File: src/acp_pkg.sv
// Shared constants and types for the azimuth command parser.
package acp_pkg;

  localparam int unsigned DIGIT_COUNT_DEFAULT = 3;

  localparam int unsigned ANGLE_W  = 10;
  localparam int unsigned STATUS_W = 3;
  localparam int unsigned RELAY_W  = 2;
  localparam int unsigned CFG_IDX_W = 3;

  // Characters of the command stream.
  localparam logic [7:0] CHAR_UPPER_M = 8'h4D;
  localparam logic [7:0] CHAR_LOWER_M = 8'h6D;
  localparam logic [7:0] CHAR_CR      = 8'h0D;
  localparam logic [7:0] CHAR_ZERO    = 8'h30;
  localparam logic [7:0] DECIMAL_BASE = 8'd10;

  // Result status codes.
  localparam logic [STATUS_W-1:0] ST_BUSY      = 3'd0;
  localparam logic [STATUS_W-1:0] ST_OK        = 3'd1;
  localparam logic [STATUS_W-1:0] ST_BAD_CMD   = 3'd2;
  localparam logic [STATUS_W-1:0] ST_BAD_DIGIT = 3'd3;
  localparam logic [STATUS_W-1:0] ST_RANGE     = 3'd4;

  // Relay codes.
  localparam logic [RELAY_W-1:0] RELAY_NORTH = 2'd0;
  localparam logic [RELAY_W-1:0] RELAY_EAST  = 2'd1;
  localparam logic [RELAY_W-1:0] RELAY_SOUTH = 2'd2;
  localparam logic [RELAY_W-1:0] RELAY_WEST  = 2'd3;

  // Configuration register indexes.
  localparam logic [CFG_IDX_W-1:0] REG_FULL_CIRCLE = 3'd0;
  localparam logic [CFG_IDX_W-1:0] REG_NORTH       = 3'd1;
  localparam logic [CFG_IDX_W-1:0] REG_EAST        = 3'd2;
  localparam logic [CFG_IDX_W-1:0] REG_SOUTH       = 3'd3;
  localparam logic [CFG_IDX_W-1:0] REG_WEST        = 3'd4;
  localparam logic [CFG_IDX_W-1:0] REG_MAX         = 3'd5;

  typedef struct packed {
    logic [STATUS_W-1:0] status;
    logic [ANGLE_W-1:0]  value;
    logic [RELAY_W-1:0]  relay;
    logic                led;
  } acp_result_t;

endpackage

File: src/azimuth_command_parser.sv
// Azimuth command parser: decodes M<ddd><CR> commands into a quadrant relay select.
//
// Takes one received byte per clock cycle while in_ready is high and returns
// one registered result beat per byte. Every byte is decoded by a single
// compare, multiply-by-ten and threshold stage between the input handshake and
// the result register, so with out_ready high the sustained rate is one byte per
// cycle. A one-entry skid stage behind the result register lets the block take
// one more byte while a result waits; in_ready drops only while that skid entry
// is occupied. The fault LED, once driven low by an out-of-range command, stays
// low until reset. Configuration is written through cfg_we/cfg_index/cfg_data
// with no wait; indexes beyond the last register are ignored.
module azimuth_command_parser
  import acp_pkg::*;
#(
  parameter int unsigned DIGIT_COUNT = DIGIT_COUNT_DEFAULT
) (
  input  logic                 clk,
  input  logic                 rst,
  input  logic                 in_valid,
  output logic                 in_ready,
  input  logic [7:0]           rx_byte,
  output logic                 out_valid,
  input  logic                 out_ready,
  output logic [STATUS_W-1:0]  status,
  output logic [ANGLE_W-1:0]   azimuth_value,
  output logic [RELAY_W-1:0]   relay_select,
  output logic                 fault_led,
  input  logic                 cfg_we,
  input  logic [CFG_IDX_W-1:0] cfg_index,
  input  logic [ANGLE_W-1:0]   cfg_data
);

  localparam logic [1:0] LAST_DIGIT = 2'(DIGIT_COUNT);

  logic [ANGLE_W-1:0] full_circle_angle;
  logic [ANGLE_W-1:0] north_threshold;
  logic [ANGLE_W-1:0] east_threshold;
  logic [ANGLE_W-1:0] south_threshold;
  logic [ANGLE_W-1:0] west_threshold;
  logic [ANGLE_W-1:0] max_azimuth;

  logic               collecting, collecting_next;
  logic [1:0]         digit_count, digit_count_next;
  logic [ANGLE_W-1:0] accumulated_value, accumulated_value_next;
  logic [RELAY_W-1:0] current_relay, current_relay_next;
  logic               led_level, led_level_next;

  logic               res_valid;
  acp_result_t        res;
  logic               skid_valid;
  acp_result_t        skid;
  acp_result_t        step_res;

  logic               accept;
  logic               pop;
  logic [7:0]         digit;
  logic [13:0]        times_ten;
  logic [ANGLE_W-1:0] angle;
  logic [RELAY_W-1:0] quadrant;

  assign in_ready = !skid_valid;
  assign accept   = in_valid && in_ready;
  assign pop      = res_valid && out_ready;

  assign out_valid     = res_valid;
  assign status        = res.status;
  assign azimuth_value = res.value;
  assign relay_select  = res.relay;
  assign fault_led     = res.led;

  // Configuration registers.
  always_ff @(posedge clk) begin
    if (rst) begin
      full_circle_angle <= 10'd360;
      north_threshold   <= 10'd45;
      east_threshold    <= 10'd135;
      south_threshold   <= 10'd225;
      west_threshold    <= 10'd315;
      max_azimuth       <= 10'd450;
    end else if (cfg_we) begin
      unique case (cfg_index)
        REG_FULL_CIRCLE: full_circle_angle <= cfg_data;
        REG_NORTH:       north_threshold   <= cfg_data;
        REG_EAST:        east_threshold    <= cfg_data;
        REG_SOUTH:       south_threshold   <= cfg_data;
        REG_WEST:        west_threshold    <= cfg_data;
        REG_MAX:         max_azimuth       <= cfg_data;
        default: ;
      endcase
    end
  end

  // Quadrant pick for the value collected so far.
  always_comb begin
    angle = (accumulated_value > full_circle_angle) ?
            accumulated_value - full_circle_angle : accumulated_value;
    if (angle > west_threshold) begin
      quadrant = RELAY_NORTH;
    end else if (angle > south_threshold) begin
      quadrant = RELAY_WEST;
    end else if (angle > east_threshold) begin
      quadrant = RELAY_SOUTH;
    end else if (angle > north_threshold) begin
      quadrant = RELAY_EAST;
    end else begin
      quadrant = RELAY_NORTH;
    end
  end

  assign digit     = rx_byte - CHAR_ZERO;
  assign times_ten = 14'(accumulated_value) * 14'd10;

  always_comb begin
    collecting_next        = collecting;
    digit_count_next       = digit_count;
    accumulated_value_next = accumulated_value;
    current_relay_next     = current_relay;
    led_level_next         = led_level;
    step_res.status        = ST_BUSY;
    step_res.value         = '0;

    if (!collecting) begin
      if (rx_byte == CHAR_UPPER_M || rx_byte == CHAR_LOWER_M) begin
        collecting_next        = 1'b1;
        digit_count_next       = '0;
        accumulated_value_next = '0;
      end else begin
        step_res.status = ST_BAD_CMD;
      end
    end else if (digit_count >= LAST_DIGIT) begin
      collecting_next = 1'b0;
      if (rx_byte == CHAR_CR) begin
        step_res.value = accumulated_value;
        if (accumulated_value <= max_azimuth) begin
          current_relay_next = quadrant;
          step_res.status    = ST_OK;
        end else begin
          led_level_next  = 1'b0;
          step_res.status = ST_RANGE;
        end
      end else begin
        step_res.status = ST_BAD_DIGIT;
      end
    end else if (digit < DECIMAL_BASE) begin
      accumulated_value_next = times_ten[ANGLE_W-1:0] + ANGLE_W'(digit);
      digit_count_next       = digit_count + 2'd1;
    end else begin
      collecting_next = 1'b0;
      step_res.status = ST_BAD_DIGIT;
    end

    step_res.relay = current_relay_next;
    step_res.led   = led_level_next;
  end

  always_ff @(posedge clk) begin
    if (rst) begin
      collecting        <= 1'b0;
      digit_count       <= '0;
      accumulated_value <= '0;
      current_relay     <= RELAY_NORTH;
      led_level         <= 1'b1;
    end else if (accept) begin
      collecting        <= collecting_next;
      digit_count       <= digit_count_next;
      accumulated_value <= accumulated_value_next;
      current_relay     <= current_relay_next;
      led_level         <= led_level_next;
    end
  end

  // Result register with a one-beat skid entry behind it.
  always_ff @(posedge clk) begin
    if (rst) begin
      res_valid  <= 1'b0;
      skid_valid <= 1'b0;
    end else if (!res_valid || pop) begin
      if (skid_valid) begin
        res        <= skid;
        res_valid  <= 1'b1;
        skid_valid <= 1'b0;
      end else begin
        res_valid <= accept;
        if (accept) begin
          res <= step_res;
        end
      end
    end else if (accept) begin
      skid       <= step_res;
      skid_valid <= 1'b1;
    end
  end

endmodule

File: config.mk
export PLATFORM = sky130hd
export DESIGN_NAME = azimuth_command_parser
export DESIGN_NICKNAME = d
export VERILOG_FILES = /design/src/acp_pkg.sv /design/src/azimuth_command_parser.sv
export SDC_FILE = /design/constraint.sdc
export NUM_CORES = 1
export LEC_CHECK = 0
export BUFFER_PORTS_ARGS = -buffer_cell sky130_fd_sc_hd__buf_2
export CORE_MARGIN = 8
export CORE_UTILIZATION = 50
export CTS_CLUSTER_DIAMETER = 30
export DETAILED_ROUTE_END_ITERATION = 8
export PLACE_DENSITY = 0.68
export REMOVE_ABC_BUFFERS = 1
export SYNTH_ARGS = -nofsm -noshare
export SYNTH_HDL_FRONTEND = slang
export SYNTH_SLANG_ARGS = --single-unit
File: constraint.sdc
create_clock -name clk -period 5.8 [get_ports clk]
set_clock_uncertainty 0.1 [all_clocks]
set_input_delay 1.16 -clock clk [delete_from_list [all_inputs] [get_ports clk]]
set_output_delay 1.16 -clock clk [all_outputs]
set_load 0.01 [all_outputs]
Word level (Yosys, flattened, before mapping)
Cells that the tools add are included.
{"block": "totals", "regBits": 110, "latch_bits": 0, "ram_bits": 0, "mem_bits_ro": 0, "inputBits": 26, "out_inout_bits": 18, "word_cells": 102, "memories": 0}
{"block": "op_classes", "addsub": 4, "n_mul": 1, "div": 0, "n_lt_le_gt_ge": 8, "n_eq_ne": 10, "shift": 0, "n_mux": 37, "n_bitwise": 2, "n_reduce_logical": 19}
{"op": "two-way mux 10 bit", "count": 8}
{"op": "> comparator 10 bit", "count": 5}
{"op": "two-way mux 16 bit", "count": 2}
{"op": "two-way mux 2 bit", "count": 13}
{"op": "equality test 8 x 7 -> 1 bit, second input constant", "count": 2}
{"op": "two-way mux 3 bit", "count": 4}
{"op": "AND reduction 2 bit", "count": 6}
{"op": "adder 10 x 8 -> 10 bit", "count": 1}
{"op": "<= comparator 10 bit", "count": 1}
{"op": "multiplier 10 x 3 -> 9 bit, second input constant", "count": 1}
{"op": "two-way mux 1 bit", "count": 10}
{"op": "subtractor 10 bit", "count": 1}
{"op": "equality test 8 x 4 -> 1 bit, second input constant", "count": 1}
{"op": "< comparator 8 x 4 -> 1 bit, second input constant", "count": 1}
{"op": "subtractor 8 x 6 -> 8 bit, second input constant", "count": 1}
{"op": "equality test 3 x 2 -> 1 bit, second input constant", "count": 2}
{"op": "equality test 3 bit, second input constant", "count": 2}
{"op": "AND reduction 3 bit", "count": 2}
{"op": "AND reduction 4 bit", "count": 1}
{"op": "nonzero test 2 bit", "count": 2}
{"op": "equality test 3 x 1 -> 1 bit, second input constant", "count": 1}
{"op": "logical NOT 3 bit", "count": 1}
{"op": "adder 2 x 1 -> 2 bit, second input constant", "count": 1}
{"op": "greater-or-equal comparator 2 bit, second input constant", "count": 1}
{"op": "other kinds (7)", "count": 11}

Longest topological paths before layout
{"block": "logic_depth", "word_depth": 13, "ltp_mapped": 17, "ltp_nobuf": 17}

Worst setup path after synthesis
Ideal clock, no wire load.
{"block": "synth_timing", "path_type": "reg2reg", "start": "register accumulated_value[0]", "end": "register res, in the netlist relay_select[0], data pin", "setup_ps": 282, "t_arrival_ps": 3693, "required_time_ps": 5418, "setup_slack_ps": 1725, "stages_incl_launch_ff": 18, "path_buffers": 0, "period_less_slack_ps": 4075, "cell_sequence": "dfxtp_1 inv_1 ha_1 inv_1 fa_1 a21oi_1 o21ai_0 o211a_1 o21ba_2 a21oi_4 mux2_2 ha_1 a21oi_1 o21ai_0 a2111oi_0 nor2_1 o2111ai_1 a31oi_1"}
{"block": "synth_via", "elab_chain_cells": 13, "word_cells_on_any_way": 18, "classes_between": "add/sub: 1; order compare: 6; mux: 11"}
{"item": "from (decl)", "line_no": "azimuth_command_parser.sv:44", "source": "logic [ANGLE_W-1:0] accumulated_value, accumulated_value_next;"}
{"item": "from (signal assigned)", "line_no": "azimuth_command_parser.sv:166", "source": "accumulated_value <= accumulated_value_next;"}
{"item": "subtractor 10 bit / > comparator 10 bit (equally long branches)", "line_no": "azimuth_command_parser.sv:96, azimuth_command_parser.sv:95"}
{"item": "two-way mux 10 bit", "line_no": "azimuth_command_parser.sv:95", "source": "angle = (accumulated_value > full_circle_angle) ?"}
{"item": "> comparator 10 bit", "line_no": "azimuth_command_parser.sv:103", "source": "end else if (angle > north_threshold) begin"}
{"item": "two-way mux 1 bit", "line_no": "azimuth_command_parser.sv:103"}
{"item": "two-way mux 2 bit", "line_no": "azimuth_command_parser.sv:101", "source": "end else if (angle > east_threshold) begin"}
{"item": "two-way mux 2 bit", "line_no": "azimuth_command_parser.sv:99", "source": "end else if (angle > south_threshold) begin"}
{"item": "two-way mux 2 bit", "line_no": "azimuth_command_parser.sv:97", "source": "if (angle > west_threshold) begin"}
{"item": "two-way mux 2 bit (*)", "line_no": "azimuth_command_parser.sv:134", "source": "if (accumulated_value <= max_azimuth) begin"}
{"item": "two-way mux 2 bit (*)", "line_no": "azimuth_command_parser.sv:132", "source": "if (rx_byte == CHAR_CR) begin"}
{"item": "two-way mux 2 bit (*)", "line_no": "azimuth_command_parser.sv:130", "source": "end else if (digit_count >= LAST_DIGIT) begin"}
{"item": "two-way mux 2 bit (*)", "line_no": "azimuth_command_parser.sv:122", "source": "if (!collecting) begin"}
{"item": "two-way mux 16 bit (*)", "line_no": "azimuth_command_parser.sv:184", "source": "if (accept) begin"}
{"item": "two-way mux 16 bit (*)", "line_no": "azimuth_command_parser.sv:178", "source": "if (skid_valid) begin"}
{"item": "to (signal assigned)", "line_no": "azimuth_command_parser.sv:179", "source": "res <= skid;"}
{"item": "to (signal assigned)", "line_no": "azimuth_command_parser.sv:185", "source": "res <= step_res;"}
{"item": "to (decl)", "line_no": "azimuth_command_parser.sv:49", "source": "acp_result_t res;"}
Every way passes the cells marked *; elsewhere a longest branch is shown, timed or not. The select of a mux whose other input is x is not followed.
A chain may end at the register's enable or synchronous reset.

Worst setup path after layout
Same ends and word-level chain as after synthesis.

==> impl_metrics.py <==
metrics = {
    "drt": {
        "detail-route-antenna-nets": 0,
        "firstDrtPassIters": 5,
        "remaining_drc_errors": 0,
        "finalWirelength_um": 16900,
        "vias_per_cell": 5.59,
        "via_count": 5485,
        "dr.first_iter.drc_count": 382,
        "wire_per_inst_um": 17.3,
    },
    "die": {
        "start_util_pct": 50.9,
        "fp.dieH_um": 132,
        "die_width_um": 132,
        "core_area_um2": 13200,
        "rows": 42,
        "die_area_um2": 17400,
        "pin_count": 44,
    },
    "synthesis": {
        "synth_cells": 765,
        "synthFlopType": "dfxtp_1",
        "syn_area_um2": 6720,
        "ys_types": 62,
        "synth-edff-count": 32,
        "seq_area_frac_synth_pct": 37.5,
        "synth_warnings": 0,
        "synth.most_common_cell": "nand2_1",
        "synth_top_area_cell": "dfxtp_1",
        "ys_top_cells_by_count": "129 x nand2_1, 83 x ha_1, 78 x dfxtp_1",
        "ys_ff_latch": 110,
        "yosysTopAreaCellShare_pct": 23.2,
        "synth_area_leaders": "dfxtp_1 23%, ha_1 15%, edfxtp_1 14%",
        "synthArstFlopShare_pct": 0,
        "syn_avg_cell_area_um2": 8.78,
    },
    "setup_path": {
        "critPathBufInv": 2,
        "startpoint_type": "register",
        "cp.required_ns": 5.79,
        "endpoint_kind": "register",
        "cp_max_fo": 10,
        "slowest_stage": "a2111oi_0",
        "crit_family": "compound AO/OA/AOI/OAI gates",
        "path_cells": "inv_1 > ha_1 > inv_1 > fa_1 > a21oi_1 > o21ai_0 > o211a_1 > o21ba_2 > a21oi_4 > mux2_2 > ha_1 > a21oi_1 > o21ai_0 > a2111oi_0 > nor2_1 > o2111ai_1 > a31oi_1",
        "crit_arrival_ns": 4.65,
        "cp_slowest_stage_delay_ns": 0.66,
        "crit_type": "register to register",
    },
    "sta": {
        "final_hold_viol_count": 0,
        "fin_crit_sh_pct": 80.5,
        "finalMaxSlewViolations": 0,
        "setup_viol": 0,
        "worstMarginPinSlew_ns": 1.13,
        "rsz0062_at_grt": "false",
        "fmax_mhz": 214,
        "max_slew_margin_pct": 24.0,
        "tns_ns": 0,
        "period_needed_ns": 4.67,
    },
    "clock_tree": {
        "cts-htree-levels": 3,
        "clock_latency_ns": 0.36,
        "cts.path.max_buffers": 2,
        "cts_setup_buffers": 0,
        "cts.sinks": 110,
        "post_cts_resized": 0,
        "tritoncts": "yes",
        "cts_made_buffers": 9,
        "clkTransAtPathRegs_ns": 0.07,
        "root_buffer": "clkbuf_16",
        "hold_buffers": 0,
    },
    "finish": {
        "antenna_cells": 0,
        "area_delta_synth_final_pct": 10.6,
        "finalNetCount": 913,
        "fillers": 1235,
        "final_util_pct": 56.3,
        "drive_above_1_share_pct": 11.3,
    },
    "placement": {
        "routabilityCongestion": 0.906,
        "port_buffers": 43,
        "dp.final_hpwl_um": 13000,
    },
    "global_routing": {
        "grt_pass1_vias": 5325,
        "overflow": 0,
        "antenna_found_initial": 0,
        "grt_usage_pct": 19.9,
        "grt_pass1_wl_um": 27600,
        "grt_start_max_net_pins": 57,
    },
    "status": {
        "status": "finished, final reports clean",
    },
    "power_and_ir_drop": {
        "ir_worst_vdd_uv": 202,
        "power_density_nw_per_um2": 216,
        "finalPower_mw": 1.60,
        "p_leak_nw": 3.23,
    },
    "min_path": {
        "hold_path_class": "register to register",
    },
    "flow_run": {
        "max-cap-violations": 0,
    },
}
## placed cells by master (no fill, tap or decap), drive strengths merged, types with 3 or more instances in the layout
cell	synthesis	layout
nand2	129	129
or2	3	3
mux2i	7	7
o21ai	19	19
xor2	3	3
nand3	19	19
ha	83	83
mux2	20	20
clkbuf	17	14
o211ai	4	4
nor2b	6	6
nor3	13	13
a31oi	3	3
a2111oi	3	3
nand2b	5	5
dfxtp	78	78
buf	5	47
and2	12	12
nand3b	19	19
inv	77	77
o31ai	6	6
nor2	47	47
nand4	12	12
a21oi	65	65
o211a	3	3
and4	3	3
xnor2	16	16
a211oi	9	9
a21o	3	3
o41ai	4	4
fa	3	3
a211o	12	12
edfxtp	32	32
## through the flow
| step | area [µm²] | cells | worst slack (ns) | hold WS, ns |
|---|---|---|---|---|
| floorplan | 6620 | 743 | 1.73 | 0.330 |
| global route | 7430 | 982 | 0.734 | 0.379 |
| finish | 7430 | 982 | 1.13 | 0.355 |
| global placement | 7100 | 966 | 1.26 | 0.344 |
| detailed placement | 7100 | 966 | 1.13 | 0.348 |
| CTS | 7430 | 982 | 1.12 | 0.357 |
## per-layer routing
layer | vias to the layer above | part of all wire (%) | global-route usage, %
met5 | - | 0 | 0
met4 | 0 | 1.7 | 6.70
met3 | 21 | 5.1 | 4.50
li1 | 2741 | - | -
met2 | 124 | 46 | 31.8
met1 | 2599 | 47 | 25.8
## registers in the layout, summed over array words and instances, names as in the netlist
name,flops
out_valid,1
led_level,1
east_threshold,10
skid_valid,1
max_azimuth,10
current_relay,2
west_threshold,10
north_threshold,10
status,3
fault_led,1
skid,16
south_threshold,10
accumulated_value,10
collecting,1
digit_count,2
full_circle_angle,10
azimuth_value,10
relay_select,2
## final cells by class
class	instances	area (µm²)	share of cell area, %
flip-flops and latches	110	2520	34.0
well taps	176	220	2.96
clock inverters	2	35.0	0.472
inverters	78	293	3.94
repair buffers	47	245	3.30
clock buffers	14	295	3.97
multi-input cells	555	3820	51.4
## final timing paths
kind / startpoint / depth (start not counted) / endpoint / slack, ns
max: accumulated_value[0] / 17 / relay_select[0] / 1.13
min reg2reg: north_threshold[4] / 2 / north_threshold[4] / 0.35
max reg2reg: accumulated_value[0] / 17 / relay_select[0] / 1.13
min: north_threshold[4] / 2 / north_threshold[4] / 0.35
## worst min-delay path: cells and delay by family (launching register included)
family           cells  cell delay [ns]
flip-flops           1             0.31
AO/OA/AOI/OAI        1             0.05
AND/OR/NAND/NOR      1             0.05
## power by group
part           total, mW  internal, mW  switching (mW)
Sequential         0.815         0.807         0.00824
Clock              0.662         0.396           0.267
Combinational      0.125        0.0453          0.0800
## logic make-up (layout without fill, tap and decap cells)
family / after synthesis / count (layout) / share of synthesized area [%]
compound gates: 145 / 145 / 14.0
xor+xnor: 19 / 19 / 2.48
fa+ha+maj: 86 / 86 / 16.4
buf+inv: 100 / 141 / 5.76
flops: 110 / 110 / 37.5
mux: 27 / 27 / 4.45
simple gates: 278 / 278 / 19.4
No activity file was read; power rests on OpenSTA's default activity.
